===== src/rtl/core/uvs_pkg.sv =====
// ----------------------------------------------------------------------------
// uvs_pkg: shared types and constants for the unique value stack
// Holds the stack depth, field widths, status codes and the control struct
// that the top level broadcasts to every cell of the chain.
// ----------------------------------------------------------------------------
`default_nettype none

package uvs_pkg;

    // Number of cells in the chain
    localparam int DEPTH = 64;

    // Field widths
    localparam int VALUE_W  = 32;
    localparam int STATUS_W = 2;
    localparam int COUNT_W  = 7;

    // Result status codes
    localparam logic [STATUS_W-1:0] ST_OK    = 2'd0;
    localparam logic [STATUS_W-1:0] ST_DUP   = 2'd1;
    localparam logic [STATUS_W-1:0] ST_FULL  = 2'd2;
    localparam logic [STATUS_W-1:0] ST_EMPTY = 2'd3;

    // Command codes
    localparam logic CMD_PUSH = 1'b0;
    localparam logic CMD_POP  = 1'b1;

    // Reset value of the capacity register
    localparam logic [COUNT_W-1:0] CAPACITY_RST = 7'd64;

    // Chain control, common to all cells
    typedef struct packed {
        logic probe;  // compare held entry with the incoming key
        logic push;   // shift towards the bottom, new key enters at the top
        logic pop;    // shift towards the top, bottom cell empties
    } uvs_ctl_t;

endpackage

`default_nettype wire


===== src/rtl/core/uvs_cell.sv =====
// ----------------------------------------------------------------------------
// uvs_cell: one slot of the stack chain
// Holds one entry and its valid flag, shifts with its neighbours on push and
// pop, and registers whether its entry equals the probed key.
// ----------------------------------------------------------------------------
`default_nettype none

module uvs_cell (
    input  wire logic                          aclk,
    input  wire logic                          aresetn,
    input  wire uvs_pkg::uvs_ctl_t             ctl,
    input  wire logic [uvs_pkg::VALUE_W-1:0]   probe_key,
    input  wire logic [uvs_pkg::VALUE_W-1:0]   above_data,
    input  wire logic                          above_valid,
    input  wire logic [uvs_pkg::VALUE_W-1:0]   below_data,
    input  wire logic                          below_valid,
    output logic      [uvs_pkg::VALUE_W-1:0]   data,
    output logic                               valid,
    output logic                               hit
);

    logic [uvs_pkg::VALUE_W-1:0] data_reg;
    logic                        valid_reg;
    logic                        hit_reg;

    // Valid flag and match flag
    always_ff @(posedge aclk) begin
        if (!aresetn) begin
            valid_reg <= 1'b0;
            hit_reg   <= 1'b0;
        end else begin
            if (ctl.push) begin
                valid_reg <= above_valid;
            end else if (ctl.pop) begin
                valid_reg <= below_valid;
            end
            if (ctl.probe) begin
                hit_reg <= valid_reg && (data_reg == probe_key);
            end
        end
    end

    // Entry storage, no reset needed
    always_ff @(posedge aclk) begin
        if (ctl.push) begin
            data_reg <= above_data;
        end else if (ctl.pop) begin
            data_reg <= below_data;
        end
    end

    assign data  = data_reg;
    assign valid = valid_reg;
    assign hit   = hit_reg;

endmodule

`default_nettype wire


===== config.mk =====
export PLATFORM = sky130hd
export DESIGN_NAME = uvs_cell
export DESIGN_NICKNAME = d
export VERILOG_FILES = /design/src/rtl/core/uvs_pkg.sv /design/src/rtl/core/uvs_cell.sv
export SDC_FILE = /design/constraint.sdc
export NUM_CORES = 1
export LEC_CHECK = 0
export ABC_AREA = 1
export BUFFER_PORTS_ARGS = -buffer_cell sky130_fd_sc_hd__buf_2
export CAP_MARGIN = 20
export CORE_MARGIN = 4
export CORE_UTILIZATION = 38
export CTS_CLUSTER_SIZE = 24
export DETAILED_ROUTE_END_ITERATION = 10
export PLACE_DENSITY_LB_ADDON = 0.3
export SYNTH_ARGS = -nofsm -noshare
export SYNTH_HDL_FRONTEND = slang
export SYNTH_SLANG_ARGS = --single-unit

===== constraint.sdc =====
create_clock -name aclk -period 2.2 [get_ports aclk]
set_input_delay 0.66 -clock aclk [delete_from_list [all_inputs] [get_ports aclk]]
set_output_delay 0.66 -clock aclk [all_outputs]
set_load 0.005 [all_outputs]

==> summary.txt, run 1 <==
Status
  • Outcome: complete, no violations

Power
  • Overall power consumption: 1.623 mW
  • Total leakage power: 1.634 nW
  • Logic gate share of total power: a little under a quarter
  • Switching power total: 0.4259 mW
  • Peak supply drop: between 0.0002 and 0.0003 V
  • Switching part of the total: a little over a quarter
  • Internal power consumption: 1.197 mW
  • Power density relative to cell area: 569.3 nW/um^2
  • Sequential share of power: 51.5%
  • Clock power frac: 25.8%

Worst setup path
  • Crit-path leading delay family: flip-flops
  • Largest driver fanout on the critical path: 2
  • Worst Setup Path Type: register to primary output
  • Required time reported for the critical path endpoint: 1540 ps
  • Biggest cell delay along the critical path: 420 ps
  • Critical path cell sequence: buf_2
  • Number of cell instances on the worst register-to-register path: 7
  • CP Depth: 1
  • Cell with the largest stage delay on the worst path: sky130_fd_sc_hd__edfxtp_1
  • Worst path bufs/invs: 1
  • Critical path capture point type: primary output
  • Worst setup SP type: register
  • Signal arrival time at the worst endpoint: 850 ps

CTS
  • Clock Sinks: 34
  • CTS-repair resized insts: 0
  • Master cell of the clock root buffer: sky130_fd_sc_hd__clkbuf_8
  • Skew-Pair Late Insertion Delay: 280 ps
  • Setup fix buffers added after clock tree synthesis: 0
  • Num CTS Buffers: 5
  • H-tree depth: 2
  • Clock tree from TritonCTS: built
  • Post-CTS clock slew at the launch and capture registers of the worst setup and hold paths: 60 ps
  • Clock Tree Buf Depth: 2
  • Quantity of hold-fixing buffers added after cts: 0

GRT
  • Overflow left after global routing: 0
  • Global router's overall resource usage: 16.30%
  • First-pass GRT wire length: 8.107 mm
  • Antenna violations before repair: 0
  • Vias in the first global route: 1847
  • Largest net degree at the start of global routing: 35

Place
  • Pre-CTS setup slack: roughly 630 ps
  • Routability Congestion: between 0.7 and 0.8
  • Placed Instance Area: 2774 um^2
  • Half-perimeter wire length after detailed placement: 4.363 mm
  • Input/output buffers: 136
  • Total placed cells including tap cells: 477

Route
  • Avg WL per Cell: 11.13 um
  • Antenna-violating nets left: 0
  • DRT iter0 DRCs: 91
  • Detailed-router iteration count before antenna repair: 4
  • Detailed-route vias per instance: roughly 4.2
  • Total routed wirelength: 5.387 mm
  • # DRC: 0
  • Total number of vias: 2045

Finish
  • Nets: 517
  • Final cell count without fillers: around 480
  • Layout cells sized above 1: between 30% and 40%
  • Final non-filler cell area: 2850 um^2
  • Relative area change from synthesis to final layout: 42.46%
  • Ant. Diodes: 0
  • Max FFs per register: 32

Die
  • Placement row count: 26
  • Die Width: 80.56 um
  • Die Height: 80.56 um
  • Number of top-level design ports: 137
  • Die Area: roughly 6500 um^2
  • CORE AREA: 5107 um^2
  • Effective utilization at floorplan: 39.17%

Timing
  • Setup TNS: 0 ps
  • Number of setup violations in the final report: 0
  • RSZ-0062 raised after global routing: false
  • Achievable frequency: 0.6611 GHz
  • Final max-slew violation count: 0
  • Worst slew margin relative to its limit: 77.10%
  • Final critical path time including I/O delays and setup: 1513 ps
  • Period utilization: 68.76%
  • Hold Vio Cnt, Final: 0
  • Final Skew: between 2 and 3 ps
  • Fin worst setup slack: between 600 and 700 ps
  • Slew at the pin closest to its max-slew limit: 343.5 ps

Synth
  • Count of cell types in the netlist: 15
  • Count of state elements after synthesis: 34
  • Post-synthesis net count: 378
  • Synthesis warning total: 0
  • Most area-consuming cells after synthesis: sky130_fd_sc_hd__edfxtp_1 48%, sky130_fd_sc_hd__nand2_1 28%, sky130_fd_sc_hd__inv_1 7.5%, sky130_fd_sc_hd__xnor2_1 4.8%, sky130_fd_sc_hd__nor2_1 3.0%
  • Mapped cell area: 2001 um^2
  • Mean instance size in the synthesized netlist: 7.275 um^2
  • Part of the Yosys area used for sequential elements: 50.03%
  • Proportion of netlist area held by the largest area contributor: 48.03%
  • Number of instances in the synthesized netlist: 275
  • Cell type contributing the most total cell area after synthesis: sky130_fd_sc_hd__edfxtp_1

Min path
  • Depth of the worst hold-timing path: 2
  • Path type of the worst min-delay path: register to register

Flow run
  • # Max-Cap Violations: 0
-- power groups by stage --
| stage | clock network [mW] | registers [mW] | logic (mW) |
|---|---|---|---|
| floorplan | 0 | 0.854 | 0.166 |
| CTS | 0.438 | 0.837 | 0.376 |
| global placement | 0 | 0.846 | 0.367 |
| global route | 0.456 | 0.846 | 0.422 |
| finish | 0.419 | 0.835 | 0.369 |
| detailed placement | 0 | 0.850 | 0.374 |
-- layout make-up --
| type | instances | area [um^2] |
|---|---|---|
| Fill cell | 509 | 2257 |
| Sequential cell | 34 | 1001 |
| Multi-Input combinational cell | 193 | 815.8 |
| Timing Repair Buffer | 139 | 715.7 |
| Inverter | 41 | 153.9 |
| Tap cell | 70 | 87.58 |
| Clock buffer | 7 | 76.32 |
-- cell families after synthesis --
| family | count (synthesis) | synth area share (%) |
|---|---|---|
| compound gates | 3 | 1.001 |
| xor+xnor | 12 | 5.253 |
| buf+inv | 48 | 9.318 |
| flops | 34 | 50.03 |
| simple gates | 178 | 34.40 |
-- worst paths after layout --
| kind | startpoint | endpoint | slack [ps] |
|---|---|---|---|
| max | data[10] | data[10] | 690 |
| min | hit | hit | 490 |
| max reg2reg | data[20] | hit | 1000 |
| min reg2reg | hit | hit | 490 |
-- cell usage after synthesis --
| cell | number |
|---|---|
| sky130_fd_sc_hd__edfxtp_1 | 32 |
| sky130_fd_sc_hd__nand2_1 | 151 |
| sky130_fd_sc_hd__nand3_1 | 6 |
| sky130_fd_sc_hd__o21ai_0 | 1 |
| sky130_fd_sc_hd__inv_1 | 40 |
| sky130_fd_sc_hd__xnor2_1 | 11 |
| sky130_fd_sc_hd__o22ai_1 | 1 |
| sky130_fd_sc_hd__clkbuf_1 | 2 |
| sky130_fd_sc_hd__clkinv_1 | 1 |
| sky130_fd_sc_hd__buf_2 | 5 |
| sky130_fd_sc_hd__xor2_1 | 1 |
| sky130_fd_sc_hd__nand4_1 | 5 |
| sky130_fd_sc_hd__dfxtp_1 | 2 |
| sky130_fd_sc_hd__nor2_1 | 16 |
| sky130_fd_sc_hd__a21oi_2 | 1 |
-- tightest hold or removal path, delay by kind of cell (launching register included) --
| kind | cells | cell delay (ps) |
|---|---|---|
| compound gates | 1 | 50 |
| flops | 1 | 310 |
| simple gates | 1 | 80 |
-- stage by stage --
stage / utilization (%) / hold slack (ps)
after floorplan: - / 469.0
after global placement: 54.31 / 468.6
after detailed placement: 54.31 / 480.6
after CTS: 55.81 / 489.6
after global routing: 55.81 / 494.1
final: 55.81 / 488.2
-- cell usage in the layout (no fill, tap or decap) --
master,netlist,routed
sky130_fd_sc_hd__a21oi_2,1,1
sky130_fd_sc_hd__buf_12,0,1
sky130_fd_sc_hd__buf_2,5,136
sky130_fd_sc_hd__buf_4,0,2
sky130_fd_sc_hd__clkbuf_1,2,2
sky130_fd_sc_hd__clkbuf_8,0,5
sky130_fd_sc_hd__clkinv_1,1,1
sky130_fd_sc_hd__dfxtp_1,2,2
sky130_fd_sc_hd__edfxtp_1,32,32
sky130_fd_sc_hd__inv_1,40,40
sky130_fd_sc_hd__nand2_1,151,150
sky130_fd_sc_hd__nand2_2,0,1
sky130_fd_sc_hd__nand3_1,6,6
sky130_fd_sc_hd__nand4_1,5,5
sky130_fd_sc_hd__nor2_1,16,16
sky130_fd_sc_hd__o21ai_0,1,1
sky130_fd_sc_hd__o22ai_1,1,1
sky130_fd_sc_hd__xnor2_1,11,11
sky130_fd_sc_hd__xor2_1,1,1
-- per-layer routing --
| layer | vias to the layer above | global-route usage, % | share of wire (%) |
|---|---|---|---|
| li1 | 1107 | - | - |
| met1 | 867 | 19.17 | 40 |
| met2 | 63 | 29.22 | 52 |
| met3 | 8 | 3.363 | 6.5 |
| met4 | 0 | 5.574 | 1.4 |
| met5 | - | 0 | 0 |
Power figures use the tool's default switching activity.
==> run 2, diff against run 1 <==
--- a/config.mk
+++ b/config.mk
@@ -9,7 +9,7 @@
 export BUFFER_PORTS_ARGS = -buffer_cell sky130_fd_sc_hd__buf_2
 export CAP_MARGIN = 20
 export CORE_MARGIN = 4
-export CORE_UTILIZATION = 38
+export CORE_UTILIZATION = 42
 export CTS_CLUSTER_SIZE = 24
 export DETAILED_ROUTE_END_ITERATION = 10
 export PLACE_DENSITY_LB_ADDON = 0.3
==> constraint.sdc (replaced) <==
create_clock -name aclk -period 1.5 [get_ports aclk]
set_input_delay 0.45 -clock aclk [delete_from_list [all_inputs] [get_ports aclk]]
set_output_delay 0.45 -clock aclk [all_outputs]
set_load 0.005 [all_outputs]
==> summary.txt, run 2 (synthesis gave the netlist of run 1 again) <==
Status
  • Outcome: complete, no violations

Timing
  • Number of setup violations in the final report: 0
  • RSZ-0062 raised after global routing: false
  • Achievable frequency: 0.7680 GHz
  • Final hold slack: 363.7 ps
  • Final max-slew violation count: 0
  • Slew at the pin closest to its max-slew limit: 333.0 ps
  • Fin worst setup slack: between 150 and 200 ps
  • Period utilization: 86.80%
  • Setup TNS: 0 ps
  • Final critical path time including I/O delays and setup: 1302 ps
  • Worst slew margin relative to its limit: 77.80%
  • Final Skew: 7.808 ps
  • Hold Vio Cnt, Final: 0

Route
  • Detailed-router iteration count before antenna repair: 4
  • # DRC: 0
  • Antenna-violating nets left: 0
  • DRT iter0 DRCs: 72
  • Detailed-route vias per instance: 4.458
  • Total routed wirelength: 5.589 mm
  • Total number of vias: 2082
  • Avg WL per Cell: 11.97 um

Place
  • Pre-CTS setup slack: 101.1 ps
  • Total placed cells including tap cells: ~460
  • Routability Congestion: between 0.7 and 0.8
  • Placed Instance Area: 2753 um^2
  • Half-perimeter wire length after detailed placement: about 4.6 mm
  • Input/output buffers: 136

CTS
  • CTS-repair resized insts: 0
  • Clock Tree Buf Depth: 2
  • Skew-Pair Late Insertion Delay: 290 ps
  • H-tree depth: 2
  • Post-CTS clock slew at the launch and capture registers of the worst setup and hold paths: 70 ps
  • Master cell of the clock root buffer: sky130_fd_sc_hd__clkbuf_8
  • Clock Sinks: 34
  • Num CTS Buffers: 5
  • Setup fix buffers added after clock tree synthesis: 0
  • Quantity of hold-fixing buffers added after cts: 0
  • Clock tree from TritonCTS: built

Finish
  • Relative area change from synthesis to final layout: 43.40%
  • Final cell count without fillers: ~470
  • Final non-filler cell area: 2869 um^2
  • Nets: 517
  • Commonest non-fill, non-tap cell in the layout: sky130_fd_sc_hd__nand2_1
  • Ant. Diodes: 0
  • Commonest cells after routing, fill and taps aside: 150 x sky130_fd_sc_hd__nand2_1, 136 x sky130_fd_sc_hd__buf_2, 40 x sky130_fd_sc_hd__inv_1
  • Layout cells sized above 1: 35.66%
  • Core Util, Final: 64.12%
  • Max FFs per register: 32

Die
  • CORE AREA: 4474 um^2
  • Die Width: 77.02 um
  • Placement row count: 24
  • Number of top-level design ports: 137
  • Effective utilization at floorplan: 44.71%
  • Die Area: slightly below 6000 um^2
  • Die Height: between 70 and 80 um

Flow run
  • # Max-Cap Violations: 0

GRT
  • Antenna violations before repair: 0
  • Vias in the first global route: 1979
  • Overflow left after global routing: 0
  • Largest net degree at the start of global routing: 34
  • First-pass GRT wire length: 8.466 mm
  • Global router's overall resource usage: 18.11%

Worst setup path
  • Worst setup SP type: register
  • Largest driver fanout on the critical path: 3
  • Worst Setup Path Type: register to primary output
  • Crit-path leading delay family: flip-flops
  • Required time reported for the critical path endpoint: about 1100 ps
  • Worst path bufs/invs: 1
  • Critical path capture point type: primary output
  • Signal arrival time at the worst endpoint: 850 ps
  • Critical path cell sequence: buf_2
  • Cell with the largest stage delay on the worst path: sky130_fd_sc_hd__edfxtp_1
  • Biggest cell delay along the critical path: 420 ps
  • R2R setup slack: between 200 and 300 ps

Power
  • Power density relative to cell area: 920.5 nW/um^2
  • Overall power consumption: 2.641 mW
  • Peak supply drop: 0.0008252 V
  • Total leakage power: ~1.7 nW

Min path
  • Path type of the worst min-delay path: primary input to register
## run 2: worst paths after layout
kind,from,end,depth (start not counted)
max reg2reg,data[20],hit,7
max,data[23],data[23],1
min reg2reg,hit,hit,2
min,aresetn,valid,3
## run 2: area by class of cell
cell class | count | area (um^2)
Fill cell | 429 | 1605
Sequential cell | 34 | 1001
Multi-Input combinational cell | 193 | 829.5
Timing Repair Buffer | 139 | 703.2
Inverter | 41 | 153.9
Clock buffer | 7 | 86.33
Tap cell | 52 | 65.06
Clock inverter | 1 | 30.03
## run 2: report_power, final
part,switching (mW),total (mW),leakage [nW],internal (mW)
Combinational,0.269,0.545,1.25,0.275
Sequential,0.0657,1.22,0.346,1.16
Clock,0.330,0.872,0.0585,0.542
## run 2: per-layer routing
layer	global-route usage (%)	wire, um	vias up
met1	18.34	2156	898
li1	-	-	1111
met2	34.76	2982	65
met4	7.117	105	0
met5	0	0	-
met3	4.918	345	8
